--- config.mk ---
export PLATFORM = sky130hd
export DESIGN_NAME = blp_ctrl
export DESIGN_NICKNAME = d
export VERILOG_FILES = /design/src/hw/rtl/blp_pkg.sv /design/src/hw/rtl/blp_ctrl.sv
export SDC_FILE = /design/constraint.sdc
export NUM_CORES = 1
export LEC_CHECK = 0
export ABC_AREA = 0
export BUFFER_PORTS_ARGS = -buffer_cell sky130_fd_sc_hd__buf_2
export CAP_MARGIN = 10
export CORE_AREA = 10 10 47 49
export CTS_CLUSTER_SIZE = 24
export DETAILED_ROUTE_END_ITERATION = 10
export DIE_AREA = 0 0 57 59
export GPL_TIMING_DRIVEN = 1
export PLACE_DENSITY_LB_ADDON = 0.1
export SYNTH_ARGS = -nofsm -noshare
export SYNTH_HDL_FRONTEND = slang
export SYNTH_SLANG_ARGS = --single-unit
--- constraint.sdc ---
create_clock -name clk_i -period 0.9 [get_ports clk_i]
set_input_delay 0.135 -clock clk_i [delete_from_list [all_inputs] [get_ports clk_i]]
set_output_delay 0.135 -clock clk_i [all_outputs]
set_load 0.005 [all_outputs]
--- src/hw/rtl/blp_pkg.sv ---
// Shared types and constants for the bitmask longest path core.
// No dependencies; imported by every module of the block.
package blp_pkg;

  localparam int MAX_NODES_DEF = 8;
  localparam int NODE_CNT_W    = 4;
  localparam int NODE_W        = 3;
  localparam int WEIGHT_W      = 30;
  localparam int BEST_W        = 33;

  localparam logic [NODE_CNT_W-1:0] NODE_COUNT_RST = 4'd8;
  localparam logic [BEST_W-1:0]     BEST_MAX       = '1;

  localparam logic ACT_EDGE = 1'b0;
  localparam logic ACT_RUN  = 1'b1;

  typedef enum logic [2:0] {
    ST_IDLE,
    ST_EDGE,
    ST_RUN,
    ST_DRAIN,
    ST_FINISH
  } blp_state_e;

  typedef struct packed {
    logic edge_load;
    logic edge_store;
    logic dp_start;
    logic dp_step;
    logic finish;
  } blp_cmd_t;

  typedef struct packed {
    logic n_zero;
    logic issue_last;
    logic out_free;
  } blp_stat_t;

endpackage

--- src/hw/rtl/blp_ctrl.sv ---
// Controller state machine of the bitmask longest path core.
// Depends on blp_pkg; drives the datapath commands in blp_dp.
module blp_ctrl (
  input  logic              clk_i,
  input  logic              rst_ni,
  input  logic              in_valid_i,
  input  logic              action_i,
  input  blp_pkg::blp_stat_t stat_i,
  output logic              in_ready_o,
  output blp_pkg::blp_cmd_t cmd_o
);
  import blp_pkg::*;

  blp_state_e state_q, state_d;

  always_ff @(posedge clk_i or negedge rst_ni) begin
    if (!rst_ni) begin
      state_q <= ST_IDLE;
    end else begin
      state_q <= state_d;
    end
  end

  always_comb begin
    state_d = state_q;
    case (state_q)
      ST_IDLE: begin
        if (in_valid_i) begin
          if (action_i == ACT_RUN) begin
            state_d = stat_i.n_zero ? ST_FINISH : ST_RUN;
          end else begin
            state_d = ST_EDGE;
          end
        end
      end
      ST_EDGE: state_d = ST_IDLE;
      ST_RUN: begin
        if (stat_i.issue_last) state_d = ST_DRAIN;
      end
      ST_DRAIN: state_d = ST_FINISH;
      ST_FINISH: begin
        if (stat_i.out_free) state_d = ST_IDLE;
      end
      default: state_d = ST_IDLE;
    endcase
  end

  always_comb begin
    in_ready_o = 1'b0;
    cmd_o      = '0;
    case (state_q)
      ST_IDLE: begin
        in_ready_o      = 1'b1;
        cmd_o.edge_load = in_valid_i && (action_i == ACT_EDGE);
        cmd_o.dp_start  = in_valid_i && (action_i == ACT_RUN);
      end
      ST_EDGE:   cmd_o.edge_store = 1'b1;
      ST_RUN:    cmd_o.dp_step    = 1'b1;
      ST_DRAIN:  cmd_o            = '0;
      ST_FINISH: cmd_o.finish     = stat_i.out_free;
      default:   cmd_o            = '0;
    endcase
  end

endmodule

==> results of run 1 <==
==> area by class of cell <==
cell class	instances	area [um2]	share of cell area (%)
multi-input cells	18	133	33.9
well taps	16	20.0	5.11
clock buffers	4	26.3	6.71
flip-flops and latches	3	77.6	19.8
repair buffers	19	135	34.5
==> cells in the final DEF (no fill, tap or decap), drive strengths merged <==
cell type    instances
buf                 18
clkbuf               4
nor2                 3
dfrtp                3
nor3b                2
nand2                2
nor3                 2
and3                 2
and2                 1
and3b                1
a21oi                1
nand3b               1
nand4                1
o211ai               1
o21a                 1
dlygate4sd3          1
==> what timing repair did <==
action / 4_1_cts / 5_1_grt
cloned: 0 / 0
gates resized for setup: 4 / 5
endpoints found under the hold margin: 3 / 0
buffers inserted: 3 / 1
setup endpoints to repair: 8 / 9
pin swaps: 3 / 4
hold buffers: 1 / 0
==> critical path, cell delays in order, from the launching register on <==
cell and delay (ps):
dfrtp_2 450, nor3_4 210, and3_1 180, buf_2 110
==> cell families after synthesis <==
group                  Yosys count  share of synthesized area, %
AND/OR/NAND/NOR                 15                          47.9
flip-flops                       3                          36.8
AO/OA/AOI/OAI                    3                          9.82
buffers and inverters            1                          5.52
==> routing by layer <==
| layer | global-route usage (%) | up-vias | routed length [um] |
|---|---|---|---|
| li1 | - | 125 | - |
| met1 | 4.15 | 116 | 265 |
| met2 | 7.60 | 13 | 348 |
| met3 | 3.65 | 4 | 71 |
| met4 | 4.03 | 0 | 25 |
| met5 | 0 | - | 0 |
==> power by group <==
part           switching (mW)  internal [mW]
registers               0.118          0.206
logic                   0.291          0.529
clock network          0.0706          0.166
==> path summary, 6_finish.rpt <==
check / start / endpoint / slack [ps] / cells past startpoint
worst min-delay path: stat_i[0] / state_q[2] / 210 / 3
max in group asynchronous: rst_ni / state_q[2] / 550 / 2
worst max register to register: state_q[2] / state_q[2] / -160 / 4
worst min register to register: state_q[2] / state_q[0] / 550 / 1
min in group asynchronous: rst_ni / state_q[0] / 230 / 2
worst max-delay path: state_q[2] / cmd_o[2] / -420 / 3
==> per-stage QoR <==
stage	utilization, %	setup TNS (ps)	instances	hold WS [ps]	instance area (um2)
finish	27.9	-2400	60	213	392
global route	27.9	-3010	60	228	392
CTS	27.1	-2850	60	215	379
detailed placement	21.5	-931	52	-61.6	302
global placement	21.5	-934	52	-64.6	302
floorplan	-	-178	22	-161	210
==> impl_results.md, run 1 <==
* Layout Nets at 52
* Placer Congestion at 0.695
* Fillcell total at 158
* Max IR drop VDD at 1.36 mV
* Clock Path Buffers at 2
* Final wirelength at 710 um
* Clk_lat worst skew at 230 ps
* Post-synth EDFFs at 0
* DR vias at 258
* Outcome: finished with violations
* Unrepaired setup endpoints after global routing: true
* Slew Limit Fails at 0
* CP required at 760 ps
* Post-synthesis sequential area ratio at 36.8%
* Max Cap Viol at 0
* PortBufs at 12
* HP Class: in -> reg
* Vias per cell at 4.30
* Worst setup SP type: flip-flop
* All-Layer GR Usage at 4.88%
* Fmax at 760 MHz
* CP arrival at 1180 ps
* WS Path Type: reg -> out
* Largest net degree at the start of global routing at 7
* Fraction of layout cells with a size suffix above 1 at 65.9%
* Violated checks: setup timing
* Critical path endpoint category: primary output
* Register bit count reported by yosys at 3
* Number of remaining DRC errors at 0
* Slew @ Worst Pin at 217 ps
* Routed Antenna Nets at 0
* Boundary pin count at 13
* Slew Limit Headroom at 85.5%
* CTS root buffer: clkbuf_4
* Async S/R FF share, synth at 100%
* Reg clk slew, reported paths at 30 ps
* Syn Nets at 29
* Final Hold Fails at 0
* Crit path time final at 1320 ps
* Mean Syn Cell Area at 9.27 um2
* Yosys top cell area share at 36.8%
* Routed len/inst at 11.8 um
* Top reg by flops: state_q
* Core area at 1400 um2
* CTS buffer count at 3
* 1st-pass router iterations at 1
* DR iter-0 viols at 0
* Final Power at 1.38 mW
* Initial antenna violation count at 0
* # rows at 14
* Post-synthesis cell count at 22
* Initial Util at 14.6%
* Post-DP HPWL at 583 um
* Worst setup margin at -415 ps
* Global-route wire length before repair at 1.25 mm
* Main area contributors after synthesis: dfrtp_1 (37%), nor3_4 (8.0%), nor3b_1 (7.4%), buf_6 (5.5%), nor2_1 (5.5%)
* Mapped cell area at 204 um2
* N_diodes at 0
* Sink Count at 3
* Die H at 59 um
* Setup WS pre-CTS at -213 ps
* Vias in the first global route at 292
* Final period util at 146%
* Biggest regs: state_q x3
* Max FFs per register at 3
* CTS tree: done
* Clk_skew at 0.603 ps
* Netlist cell types at 16
* Width of the die at 57 um
* Cell taking the most area after synthesis: dfrtp_1
* Main synth FF type: dfrtp_1
* # setup viols final at 8
* Post-synth top cells: dfrtp_1 (3), nor2_1 (3), nand2_1 (2), nor3b_1 (2)
* Crit path max fanout at 5
* Total grt overflow at 0
* Area Growth Syn to Fin at 92.0%
* Die ar. at 3360 um2
* H-tree Lvls at 1
* PD cells at 3530 nW/um2
* Ys Warns at 0
* Pleak at 0.198 nW
Note: power is estimated with default switching activity, not from simulation.
==> run 2, diff against run 1 <==
- SETUP_SLACK_MARGIN: default -> 0.15
- SKIP_LAST_GASP: default -> 1
==> run 2 against run 1 <==
The flow still finishes with violations (setup timing). Fmax fell by 0.16%. Sequential power barely moved. Die area did not move. Largest power group unchanged. Highest routed layer unchanged.
==> impl_results.md, run 2 (synthesis gave the netlist of run 1 again) <==
* Routed Antenna Nets at 0 (unchanged)
* Worst Setup SP: state_q[1] (was state_q[2])
* # rows at 14 (unchanged)
* Max IR drop VDD at 1.33 mV (was 1.36 mV)
* M3 GR Usage at 3.43% (was 3.65%)
* H-tree Lvls at 1 (unchanged)
* Crit path capture: cmd_o[1] (was cmd_o[2])
* Clk_skew at 4.39 ps (was 0.603 ps)
* Outcome: finished with violations (unchanged)
* Global-route wire length before repair at 1.23 mm (was 1.25 mm)
* Vias per cell at 4.38 (was 4.30)
* Initial Util at 14.6% (unchanged)
* Initial antenna violation count at 0 (unchanged)
* Placed Area at 294 um2 (was 302 um2)
* DR vias at 276 (was 258)
* Setup WS pre-CTS at -185 ps (was -213 ps)
* Crit-path leading delay family: flip-flops (unchanged)
* 1st-pass router iterations at 3 (was 1)
* Slew Limit Fails at 0 (unchanged)
* PortBufs at 12 (unchanged)
* Sink Count at 3 (unchanged)
* Register area at 78.8 um2 (was 77.6 um2)
* Reg-to-Reg End: state_q[0] (was state_q[2])
* Most frequent cells in the layout: buf_2 (11), buf_4 (8), nor2_1 (3), clkbuf_4 (3), dfrtp_2 (3) (was buf_2 (10), buf_6 (4), buf_4 (4))
* Reg-to-Reg Start: state_q[1] (was state_q[2])
* CP required at 760 ps (about the same)
* Number of remaining DRC errors at 0 (unchanged)
* Final wirelength at 798 um (was 710 um)
* Placer Congestion at 0.682 (was 0.695)
* Largest net degree at the start of global routing at 7 (unchanged)
* Max FFs per register at 3 (unchanged)
* Worst setup margin at -417 ps (was -415 ps)
* Worst setup SP type: flip-flop (unchanged)
* Worst path depth at 4 (was 3)
* Fmax at 759 MHz (was 760 MHz)
* # setup viols final at 9 (was 8)
* Total grt overflow at 0 (unchanged)
* Critical path endpoint category: primary output (unchanged)
* CTS tree: done (unchanged)
* WS Path Type: reg -> out (unchanged)
* CP cell instances: buf_4, buf_6, and2_1, buf_2 (was nor3_4, and3_1, buf_2)
* Met2 usage at 6.51% (was 7.60%)
* Worst hold stages at 3 (unchanged)
* Die H at 59 um (unchanged)
* CTS buffer count at 3 (unchanged)
* Boundary pin count at 13 (unchanged)
* Reg2Reg Setup Slack at -320 ps (was -160 ps)
* Max Cap Viol at 0 (unchanged)
* Unrepaired setup endpoints after global routing: true (unchanged)
* N_diodes at 0 (unchanged)
* Vias in the first global route at 303 (was 292)
* Final Power at 1.43 mW (was 1.38 mW)
* Fraction of layout cells with a size suffix above 1 at 63.8% (was 65.9%)
* Clk_lat worst skew at 240 ps (was 230 ps)
* Gr busiest metal: met2 (unchanged)
* Width of the die at 57 um (unchanged)
* Crit path time final at 1320 ps (about the same)
* Crit-path slowest cell: dfrtp_2 (unchanged)
* CP arrival at 1180 ps (about the same)
* Top reg by flops: state_q (unchanged)
* CTS root buffer: clkbuf_4 (unchanged)
* PD cells at 3620 nW/um2 (was 3530 nW/um2)
* Buf+Inv Stages, Crit Path at 3 (was 1)
* Slew @ Worst Pin at 159 ps (was 217 ps)
* FF-to-FF path depth at 6 (was 4)
* Crit path max fanout at 4 (was 5)
* Final Hold Fails at 0 (unchanged)
* Die ar. at 3360 um2 (unchanged)
* Biggest regs: state_q x3 (unchanged)
* Post-DP HPWL at 543 um (was 583 um)
* Max incr delay on CP at 430 ps (was 450 ps)
* DR iter-0 viols at 2 (was 0)
* Violated checks: setup timing (unchanged)
* HP Class: in -> reg (unchanged)
* Core area at 1400 um2 (unchanged)
* Pleak at 0.204 nW (was 0.198 nW)
* Multi-input logic area at 123 um2 (was 133 um2)
* Final Instance Area at 395 um2 (was 392 um2)
* Layout Nets at 55 (was 52)
* Slew Limit Headroom at 89.4% (was 85.5%)
* Routed len/inst at 12.7 um (was 11.8 um)
* All-Layer GR Usage at 4.97% (was 4.88%)
* Commonest non-fill, non-tap cell in the layout: buf_2 (unchanged)
* Met1 GRT Util at 4.99% (was 4.15%)
* Fillcell total at 168 (was 158)
* Final period util at 146% (about the same)
* Area Growth Syn to Fin at 93.9% (was 92.0%)
* Reg clk slew, reported paths at 40 ps (was 30 ps)
* Clock Path Buffers at 2 (unchanged)
-- run 2: worst min path at each step --
stage | slack [ps] | start | to
final | 200 | stat_i[0] | state_q[2]
after CTS | 210 | stat_i[2] | state_q[2]
after global placement | -70 | rst_ni | state_q[0]
after detailed placement | -60 | rst_ni | state_q[0]
after global routing | 210 | stat_i[0] | state_q[2]
after floorplan | -160 | rst_ni | state_q[0]
-- run 2: cell type report --
type / instances / share of cell area (%)
Tap cell: 16 / 5.06
Sequential cell: 3 / 19.9
Timing Repair Buffer: 22 / 37.3
Clock buffer: 4 / 6.65
Multi-Input combinational cell: 18 / 31.0
-- run 2: where the power goes --
group	switching (mW)	internal [mW]
logic	0.293	0.566
registers	0.114	0.210
clock network	0.0817	0.167
total	0.489	0.943
-- run 2: per-stage QoR --
stage | utilization, % | hold slack [ps] | TNS, ps | instances
2_1_floorplan | - | -161 | -181 | 22
3_3_place_gp | 21.0 | -65.8 | -893 | 51
3_5_place_dp | 21.0 | -62.7 | -878 | 51
4_1_cts | 26.3 | 208 | -2580 | 60
5_1_grt | 28.2 | 211 | -3470 | 63
6_report | 28.2 | 198 | -2980 | 63
-- run 2: routing by layer --
layer  part of all wire (%)  wire length [um]
met5                      0                 0
met4                    4.3                34
met3                    9.1                73
met2                     42               338
met1                     44               351
-- run 2: worst register-to-register path, cell delays in order, from the launching register on --
cell     delay, ps
dfrtp_2        430
buf_4          150
buf_6          110
buf_4          120
nor3b_2        150
a21oi_1         60
nor3_1         130
-- run 2: timing repair --
action	CTS	global route
hold endpoints to repair	3	0
pin swaps	2	0
setup buffers	4	3
resized for setup	3	1
hold buffers	1	0
setup endpoints to repair	9	9
